[config.mk]
export PLATFORM = sky130hd
export DESIGN_NAME = srcrit_ctrl
export DESIGN_NICKNAME = d
export VERILOG_FILES = /design/src/design/srcrit_pkg.sv /design/src/design/srcrit_ctrl.sv
export SDC_FILE = /design/constraint.sdc
export NUM_CORES = 1
export LEC_CHECK = 0
export BUFFER_PORTS_ARGS = -buffer_cell sky130_fd_sc_hd__buf_2
export CORE_ASPECT_RATIO = 0.8
export CORE_MARGIN = 10
export CORE_UTILIZATION = 30
export CTS_CLUSTER_SIZE = 8
export DETAILED_ROUTE_END_ITERATION = 8
export HOLD_SLACK_MARGIN = 0.06
export PLACE_DENSITY = 0.53
export SLEW_MARGIN = 20
export SYNTH_ARGS = -nofsm -noshare
export SYNTH_HDL_FRONTEND = slang
export SYNTH_SLANG_ARGS = --single-unit
[constraint.sdc]
create_clock -name clock -period 2 [get_ports clock]
set_clock_uncertainty 0.05 [all_clocks]
set_input_delay 0.4 -clock clock [delete_from_list [all_inputs] [get_ports clock]]
set_output_delay 0.4 -clock clock [all_outputs]
set_load 0.01 [all_outputs]
[src/design/srcrit_pkg.sv]
// Shared types, codes and widths for the slope refinement criterion block.
package srcrit_pkg;

   // Field value width (signed Q16.16 when 32)
   localparam int VALUE_BITS  = 32;
   localparam int CFG_W       = 32;
   localparam int LEVEL_W     = 6;
   localparam int AXIS_W      = 2;
   localparam int CSR_INDEX_W = 3;

   // Multiplier slicing: 32-bit chunks of |center| times two chunks of t*h
   localparam int CHUNK_W    = 32;
   localparam int C_CHUNKS   = (VALUE_BITS + CHUNK_W - 1) / CHUNK_W;
   localparam int C_PAD_W    = C_CHUNKS * CHUNK_W;
   localparam int PART_N     = 2 * C_CHUNKS;
   localparam int PART_IDX_W = (PART_N > 1) ? $clog2(PART_N) : 1;
   localparam int TH_W       = 2 * CHUNK_W;
   localparam int ACC_W      = TH_W + C_PAD_W;
   localparam int DIFF_W     = VALUE_BITS + 1;

   // |diff| / (2*h*|c|) > t  <=>  |diff| * 2^39 > t*h*|c| for Q16.16 / Q8.24
   localparam int SLOPE_SHIFT = 39;

   localparam logic [CFG_W-1:0] WIDTH_RESET = CFG_W'(65536);

   typedef enum logic [CSR_INDEX_W-1:0] {
      CSR_REFINE_THR  = 3'd0,
      CSR_COARSEN_THR = 3'd1,
      CSR_WIDTH_X     = 3'd2,
      CSR_WIDTH_Y     = 3'd3,
      CSR_WIDTH_Z     = 3'd4,
      CSR_MAX_LEVEL   = 3'd5,
      CSR_BLOCK_LEVEL = 3'd6
   } csr_index_type;

   localparam logic [AXIS_W-1:0] AXIS_X = 2'd0;
   localparam logic [AXIS_W-1:0] AXIS_Y = 2'd1;

   localparam logic [1:0] MARK_UNCHANGED = 2'd0;
   localparam logic [1:0] MARK_ZERO      = 2'd1;
   localparam logic [1:0] MARK_PLUS      = 2'd2;

   localparam logic [1:0] DEC_COARSEN = 2'd0;
   localparam logic [1:0] DEC_SAME    = 2'd1;
   localparam logic [1:0] DEC_REFINE  = 2'd2;

   localparam logic THR_REFINE  = 1'b0;
   localparam logic THR_COARSEN = 1'b1;

   typedef struct packed {
      logic signed [VALUE_BITS-1:0] center_value;
      logic signed [VALUE_BITS-1:0] minus_value;
      logic signed [VALUE_BITS-1:0] plus_value;
      logic [AXIS_W-1:0]            axis;
      logic                         last_cell;
   } req_type;

   typedef struct packed {
      logic [1:0] cell_mark;
      logic       decision_valid;
      logic [1:0] decision;
   } rsp_type;

   typedef struct packed {
      logic                  load;
      logic                  mul_th;
      logic                  mul_part;
      logic                  compare;
      logic                  finish;
      logic                  thr_sel;
      logic [PART_IDX_W-1:0] part_idx;
   } cmd_type;

endpackage

[src/design/srcrit_ctrl.sv]
// Sequencer for the slope test: threshold loop, partial product steps, result handoff.
module srcrit_ctrl (
   input  logic                clock,
   input  logic                reset,
   input  logic                req_valid,
   output logic                req_stall,
   output logic                rsp_valid,
   input  logic                rsp_stall,
   output srcrit_pkg::cmd_type cmd
);

   typedef enum logic [5:0] {
      S_IDLE  = 6'b000001,
      S_TH    = 6'b000010,
      S_PART  = 6'b000100,
      S_DRAIN = 6'b001000,
      S_CMP   = 6'b010000,
      S_DONE  = 6'b100000
   } state_type;

   state_type                         state_ff, state_in;
   logic                              thr_ff, thr_in;
   logic [srcrit_pkg::PART_IDX_W-1:0] part_ff, part_in;
   logic                              rsp_valid_ff, rsp_valid_in;

   always_comb begin
      state_in     = state_ff;
      thr_in       = thr_ff;
      part_in      = part_ff;
      cmd          = '0;
      cmd.thr_sel  = thr_ff;
      cmd.part_idx = part_ff;
      unique case (state_ff)
         S_IDLE: begin
            if (req_valid) begin
               cmd.load = 1'b1;
               thr_in   = srcrit_pkg::THR_REFINE;
               state_in = S_TH;
            end
         end
         S_TH: begin
            cmd.mul_th = 1'b1;
            part_in    = '0;
            state_in   = S_PART;
         end
         S_PART: begin
            cmd.mul_part = 1'b1;
            if (part_ff == srcrit_pkg::PART_IDX_W'(srcrit_pkg::PART_N - 1)) begin
               state_in = S_DRAIN;
            end else begin
               part_in = srcrit_pkg::PART_IDX_W'(part_ff + 1'b1);
            end
         end
         S_DRAIN: begin
            // last partial product lands in the accumulator
            state_in = S_CMP;
         end
         S_CMP: begin
            cmd.compare = 1'b1;
            if (thr_ff == srcrit_pkg::THR_REFINE) begin
               thr_in   = srcrit_pkg::THR_COARSEN;
               state_in = S_TH;
            end else begin
               state_in = S_DONE;
            end
         end
         S_DONE: begin
            if (!rsp_valid_ff || !rsp_stall) begin
               cmd.finish = 1'b1;
               state_in   = S_IDLE;
            end
         end
         default: begin
            state_in = S_IDLE;
         end
      endcase
   end

   always_comb begin
      priority if (cmd.finish) begin
         rsp_valid_in = 1'b1;
      end else if (!rsp_stall) begin
         rsp_valid_in = 1'b0;
      end else begin
         rsp_valid_in = rsp_valid_ff;
      end
   end

   always_ff @(posedge clock) begin
      if (reset) begin
         state_ff     <= S_IDLE;
         thr_ff       <= srcrit_pkg::THR_REFINE;
         part_ff      <= '0;
         rsp_valid_ff <= 1'b0;
      end else begin
         state_ff     <= state_in;
         thr_ff       <= thr_in;
         part_ff      <= part_in;
         rsp_valid_ff <= rsp_valid_in;
      end
   end

   assign req_stall = (state_ff != S_IDLE);
   assign rsp_valid = rsp_valid_ff;

   // a pending result is never overwritten
   a_no_overwrite: assert property (@(posedge clock) disable iff (reset)
      cmd.finish |-> (!rsp_valid_ff || !rsp_stall))
      else $error("result register overwritten while stalled");

   // an accepted request keeps the input closed until its result is built
   a_busy_after_accept: assert property (@(posedge clock) disable iff (reset)
      (req_valid && !req_stall) |=> (req_stall && !cmd.finish))
      else $error("input reopened right after accept");

endmodule

==> results of run 1 <==
worst max-delay path by stage:
stage	from	to	slack, ps	depth (start not counted)
floorplan	state_ff[5]	cmd[6]	140	4
global placement	state_ff[5]	cmd[6]	200	4
detailed placement	state_ff[5]	cmd[6]	210	4
CTS	state_ff[5]	cmd[6]	-20	4
global route	state_ff[3]	cmd[6]	-80	4
finish	state_ff[5]	cmd[6]	-9	4
registers in the layout (all words and copies together) (netlist names):
register   flops
state_ff       6
part_ff        1
rsp_valid      1
thr_ff         1
final cells by class:
type                       count  area [µm²]
sequential                     9       182.7
inverter                       4       15.01
tap                           22       27.53
timing repair buffer          21       127.6
fill                         167       949.7
clock inverter                 1       5.005
multi-input combinational     38       280.3
clock buffer                   3       22.52
power groups by stage:
| stage | logic, µW | clock network, µW | registers (µW) |
|---|---|---|---|
| 6_report | 153 | 144 | 206 |
| 3_5_place_dp | 121 | 0 | 205 |
| 4_1_cts | 132 | 148 | 201 |
| 2_1_floorplan | 79.6 | 0 | 202 |
| 5_1_grt | 168 | 157 | 207 |
| 3_3_place_gp | 121 | 0 | 204 |
worst reg2reg max path: stages (launching register included):
cell	delay [ps]
dfxtp_2	320
or4_4	530
buf_4	180
o31ai_4	330
nor3_1	90
stage by stage:
stage	power (µW)	utilization [%]	hold slack [ps]	instances	setup TNS (ps)
3_3_place_gp	325.5	35.51	426.7	89	0
2_1_floorplan	281.2	-	399.9	58	0
4_1_cts	481.2	39.01	302.0	96	-24.33
6_report	502.4	41.03	312.3	98	-9.236
5_1_grt	531.4	41.03	316.0	98	-129.5
3_5_place_dp	326.4	35.51	420.3	89	0
cells in the mapped netlist:
| master | instances |
|---|---|
| buf_2 | 1 |
| and4_1 | 1 |
| o21ai_0 | 1 |
| xor2_1 | 1 |
| nor3b_1 | 1 |
| a21oi_1 | 5 |
| a211oi_2 | 1 |
| or2_4 | 1 |
| o31ai_1 | 1 |
| or4_1 | 1 |
| nand3b_1 | 2 |
| buf_4 | 6 |
| nand4_1 | 1 |
| a22oi_1 | 1 |
| and2b_1 | 1 |
| a2bb2oi_1 | 1 |
| nor2b_1 | 2 |
| nor4_1 | 1 |
| nand2b_1 | 2 |
| a41o_1 | 1 |
| nor3_1 | 3 |
| o31ai_4 | 1 |
| nor2_1 | 2 |
| nor4_2 | 1 |
| inv_1 | 4 |
| nand3_1 | 2 |
| nand2_1 | 4 |
| dfxtp_1 | 9 |
cells by family (layout without fill, tap and decap cells):
logic type | count (synthesis) | in the layout
xor gates and xnor gates | 1 | 1
AOI/OAI and AO/OA | 12 | 12
DFF | 9 | 9
buffers and inverters | 11 | 29
and+or+nand+nor | 25 | 25
metal layers:
metal | share of wire [%] | routed length (µm)
met1 | 47 | 591
met2 | 47 | 587
met3 | 4.0 | 50
met4 | 1.8 | 22
met5 | 0 | 0
repair_timing:
action	4_1_cts	5_1_grt
endpoints found under the setup margin	3	4
gates resized for setup	3	3
pin swaps	1	0
buffers inserted	3	2
==> results.json, run 1 <==
{
  "outcome": "complete, but fails checks",
  "violations": "setup timing",
  "worst-path-buf-inv": 1,
  "max-slew-margin-rel_pct": 79.94,
  "syn_to_final_growth_pct": 31.02,
  "intPower_uw": 345.1,
  "cts-root-buf": "clkbuf_4",
  "pwr-share-comb_pct": 30.4,
  "drc": 0,
  "setup_violations": 1,
  "numCtsBuffers": 3,
  "slowest_stage": "or4_4",
  "maxClockFrequency_mhz": 497.7,
  "reg2regPathDepth": 4,
  "rr_endpoint": "state_ff[4]",
  "synthAdderAreaFrac_pct": 0,
  "vdd_drop_max_mv": 0.4216,
  "hold_class": "in2reg",
  "avgViaCountPerCell": 4.857,
  "synth_xor_area_share_pct": 1.737,
  "synth_seq_area_share_pct": 35.73,
  "initialDrtViolationCount": 24,
  "crit_arrival_ps": 1560,
  "setup.worst_path.class": "reg2out",
  "grt_use_met3_pct": 2.970,
  "ys_warn_count": 0,
  "max_slew.worst_pin.slew_ps": 298.4,
  "synth_mux_area_share_pct": 0,
  "finalWirelength_um": 1252,
  "design.die.area_um2": 3731,
  "top_usage_layer": "met2",
  "finalWeightedCongestion": 0.7244,
  "ctsHtreeMaxLevel": 1,
  "fp.dieW_um": 65.84,
  "path_cells": "or4_4, or2_4, nor2_2, buf_2",
  "min_to": "part_ff",
  "clkTransAtPathRegs_ps": 70,
  "numClockSinks": 9,
  "placed_area_um2": 571.8,
  "maxCapViolations": 0,
  "r2r_slack_ps": 390,
  "p_clk_share_pct": 28.7,
  "ys_seq_elements": 9,
  "holdPathStages": 2,
  "grt_use_met1_pct": 7.871,
  "grt_pass1_vias": 477,
  "cts_tree": "done",
  "drv_slew": 0,
  "r2r-start": "state_ff[5]",
  "syn_nets": 62,
  "wl_per_cell_um": 12.78,
  "io_buffer_count": 12,
  "antennaDiodeCount": 0,
  "grt_max_degree": 8,
  "pwr-share-seq_pct": 40.9,
  "synthDistinctLibCells": 28,
  "synth_top_cell_by_area": "dfxtp_1",
  "dieHeight_um": 56.67,
  "grt_usage_pct": 7.287,
  "drive_gt1_share_pct": 44.74,
  "grt_antenna_before_repair": 0,
  "clk_latency_ps": 260,
  "hpwl_um": 920.8,
  "pre_cts_ws_ps": 206.4,
  "final-hold-violation-count": 0,
  "finalCriticalPeriod_ps": 2009,
  "min_from": "reset",
  "critPathRequiredTime_ps": 1550,
  "core-area_um2": 1610,
  "num_rows": 13,
  "final.setup.worst_slack_ps": -9.236,
  "worst_setup_path_start_kind": "flop",
  "io_pins": 13,
  "synth_compound_area_share_pct": 19.35,
  "syn_area_per_cell_um2": 8.694,
  "crit_family": "simple AND/OR/NAND/NOR gates",
  "nets": 81,
  "final_cell_mix": "12 x buf_2, 9 x buf_4, 7 x dfxtp_1",
  "p_sw_share_pct": 31.31,
  "vias": 476,
  "ctsHoldBuffers": 0,
  "fin_area_um2": 660.6,
  "grt_use_met2_pct": 11.02,
  "p_per_area_nw_per_um2": 760.5,
  "antenna_left": 0,
  "start_util_pct": 31.31,
  "yosys.area_share.simple_pct": 30.27,
  "ys_top_cells_by_area": "dfxtp_1 36%, buf_4 8.9%, a21oi_1 5.0%",
  "layout_commonest_cell": "buf_2",
  "grt_pass1_wl_um": 2090,
  "syn-cell-area_um2": 504.2,
  "firstDrtPassIters": 4,
  "timing.final.crit_share_pct": 100.5,
  "cts_max_path_buffers": 2,
  "synthCells": 58,
  "cp_slowest_stage_delay_ps": 530,
  "rsz0062_at_grt": "true",
  "leakage_uw": 0.0003181,
  "grt.overflow.total": 0,
  "path_max_fanout": 3,
  "synth_top_area_share_pct": 35.73,
  "switchingPower_uw": 157.3,
  "cp-end-kind": "output port",
  "synth_top_family_by_area": "simple AND/OR/NAND/NOR gates"
}
(Power assumes the default switching activity.)
==> inputs of run 2 (changes only) <==
CELL_PAD_IN_SITES_DETAIL_PLACEMENT = 1   (was default)
CELL_PAD_IN_SITES_GLOBAL_PLACEMENT = 1   (was default)
CORE_ASPECT_RATIO = default   (was 0.8)
CORE_UTILIZATION = 34   (was 30)
PLACE_DENSITY = 0.74   (was 0.53)
==> results.json, run 2 (synthesized netlist as in run 1, its figures left out) <==
{
  "cts-root-buf": "clkbuf_4",
  "setup_violations": 1,
  "grt_max_degree": 8,
  "grt_usage_pct": 9.040,
  "cts_tree": "done",
  "ctsHtreeMaxLevel": 1,
  "drive_gt1_share_pct": 48.65,
  "core-area_um2": 1350,
  "finalWirelength_um": 1387,
  "final-hold-violation-count": 0,
  "slowest_stage": "or4_4",
  "clk_latency_ps": 260,
  "p_per_area_nw_per_um2": 760.3,
  "hpwl_um": 1078,
  "critPathRequiredTime_ps": 1550,
  "antenna_left": 0,
  "outcome": "complete, but fails checks",
  "pre_cts_ws_ps": 192.8,
  "final_cell_mix": "12 x buf_2, 5 x dfxtp_1, 5 x buf_4",
  "maxClockFrequency_mhz": 495.0,
  "drc": 0,
  "grt_pass1_wl_um": 2352,
  "cp_slowest_stage_delay_ps": 490,
  "syn_to_final_growth_pct": 29.28,
  "fp.dieW_um": 58.51,
  "clkTransAtPathRegs_ps": 60,
  "wl_per_cell_um": 15.58,
  "antennaDiodeCount": 0,
  "path_max_fanout": 6,
  "io_pins": 13,
  "final.setup.worst_slack_ps": -20.00,
  "cp-end-kind": "output port",
  "avgViaCountPerCell": 5.371,
  "crit_arrival_ps": 1570,
  "top_usage_layer": "met2",
  "rsz0062_at_grt": "true",
  "finalWeightedCongestion": 0.7672,
  "grt_antenna_before_repair": 0,
  "hold_class": "in2reg",
  "power.total_uw": 495.6,
  "vdd_drop_max_mv": 0.4333,
  "tns_ps": -20.00,
  "initialDrtViolationCount": 7,
  "numCtsBuffers": 3,
  "vias": 478,
  "crit_family": "simple AND/OR/NAND/NOR gates",
  "fin_area_um2": 651.9,
  "drv_slew": 0,
  "design.die.area_um2": 3423,
  "finalCriticalPeriod_ps": 2020,
  "path_cells": "or4_4, or2_4, nor2_1, buf_2",
  "dieHeight_um": 58.51,
  "leakage_uw": 0.0003071,
  "nets": 79,
  "maxCapViolations": 0,
  "grt.overflow.total": 0,
  "max_slew.worst_pin.slew_ps": 326.0,
  "timing.final.crit_share_pct": 101.0,
  "hold_ws_ps": 323.4,
  "violations": "setup timing",
  "grt_use_met3_pct": 3.219,
  "firstDrtPassIters": 2,
  "start_util_pct": 37.35,
  "grt_pass1_vias": 532,
  "worst-path-buf-inv": 1,
  "num_rows": 13,
  "largest_reg_flops": 6,
  "numClockSinks": 9,
  "worst_setup_path_start_kind": "flop",
  "ctsHoldBuffers": 0,
  "placed_area_um2": 563.0,
  "io_buffer_count": 12,
  "layout_commonest_cell": "buf_2",
  "grt_use_met2_pct": 14.11,
  "largest-register": "state_ff",
  "cts_max_path_buffers": 2,
  "max-slew-margin-rel_pct": 78.26,
  "grt_use_met1_pct": 8.959,
  "setup.worst_path.class": "reg2out",
  "nFillCells": 169
}
run 2: changes by cell type in the layout (fill, tap and decap cells not counted), sizes merged:
cell	delta
buf	-2
clkbuf	+1
clkinv	-1
run 2: stage by stage:
step	utilization (%)	instances
6_report	48.29	89
3_5_place_dp	41.71	82
5_1_grt	48.29	89
4_1_cts	45.23	88
3_3_place_gp	41.71	82
2_1_floorplan	-	58
run 2: where the power goes:
group,leakage (µW),internal [µW],switching [µW]
clock,0.0000150,76.8,62.7
sequential,0.0000751,189,17.8
combinational,0.000217,75.4,73.5
total,0.000307,342,154
run 2: repair_timing:
item | 4_1_cts | 5_1_grt
setup buffers | 2 | 1
resized for setup | 3 | 10
setup endpoints to repair | 3 | 4
pin swaps | 1 | 1
gates cloned | 0 | 0
hold endpoints to repair | 0 | 0
run 2: path summary, 6_finish.rpt:
path | startpoint | end | slack (ps) | cells past startpoint
max | state_ff[2] | cmd[6] | -20 | 4
min | reset | part_ff | 320 | 2
max reg2reg | state_ff[2] | state_ff[2] | 370 | 4
min reg2reg | part_ff | state_ff[3] | 440 | 2
run 2: final cells by class:
| cell class | instances | area, µm² | share of cell area [%] |
|---|---|---|---|
| sequential | 9 | 185.2 | 28.41 |
| clock buffer | 4 | 26.28 | 4.031 |
| tap | 15 | 18.77 | 2.879 |
| inverter | 4 | 15.01 | 2.303 |
| timing repair buffer | 19 | 120.1 | 18.43 |
| multi-input combinational | 38 | 286.5 | 43.95 |
run 2: per-layer routing:
metal  share of wire (%)  up-vias  routed length [µm]
li1                    -      235                   -
met1                  42      223                 586
met2                  46       15                 641
met3                 7.6        5                 106
met4                 3.7        0                  52
met5                   0        -                   0
run 2: worst reg2reg max path, cell delays in order, from the launching register on:
cell and delay, ps:
dfxtp_2 360, or4_4 490, buf_4 170, o31ai_4 340, nor3_1 90
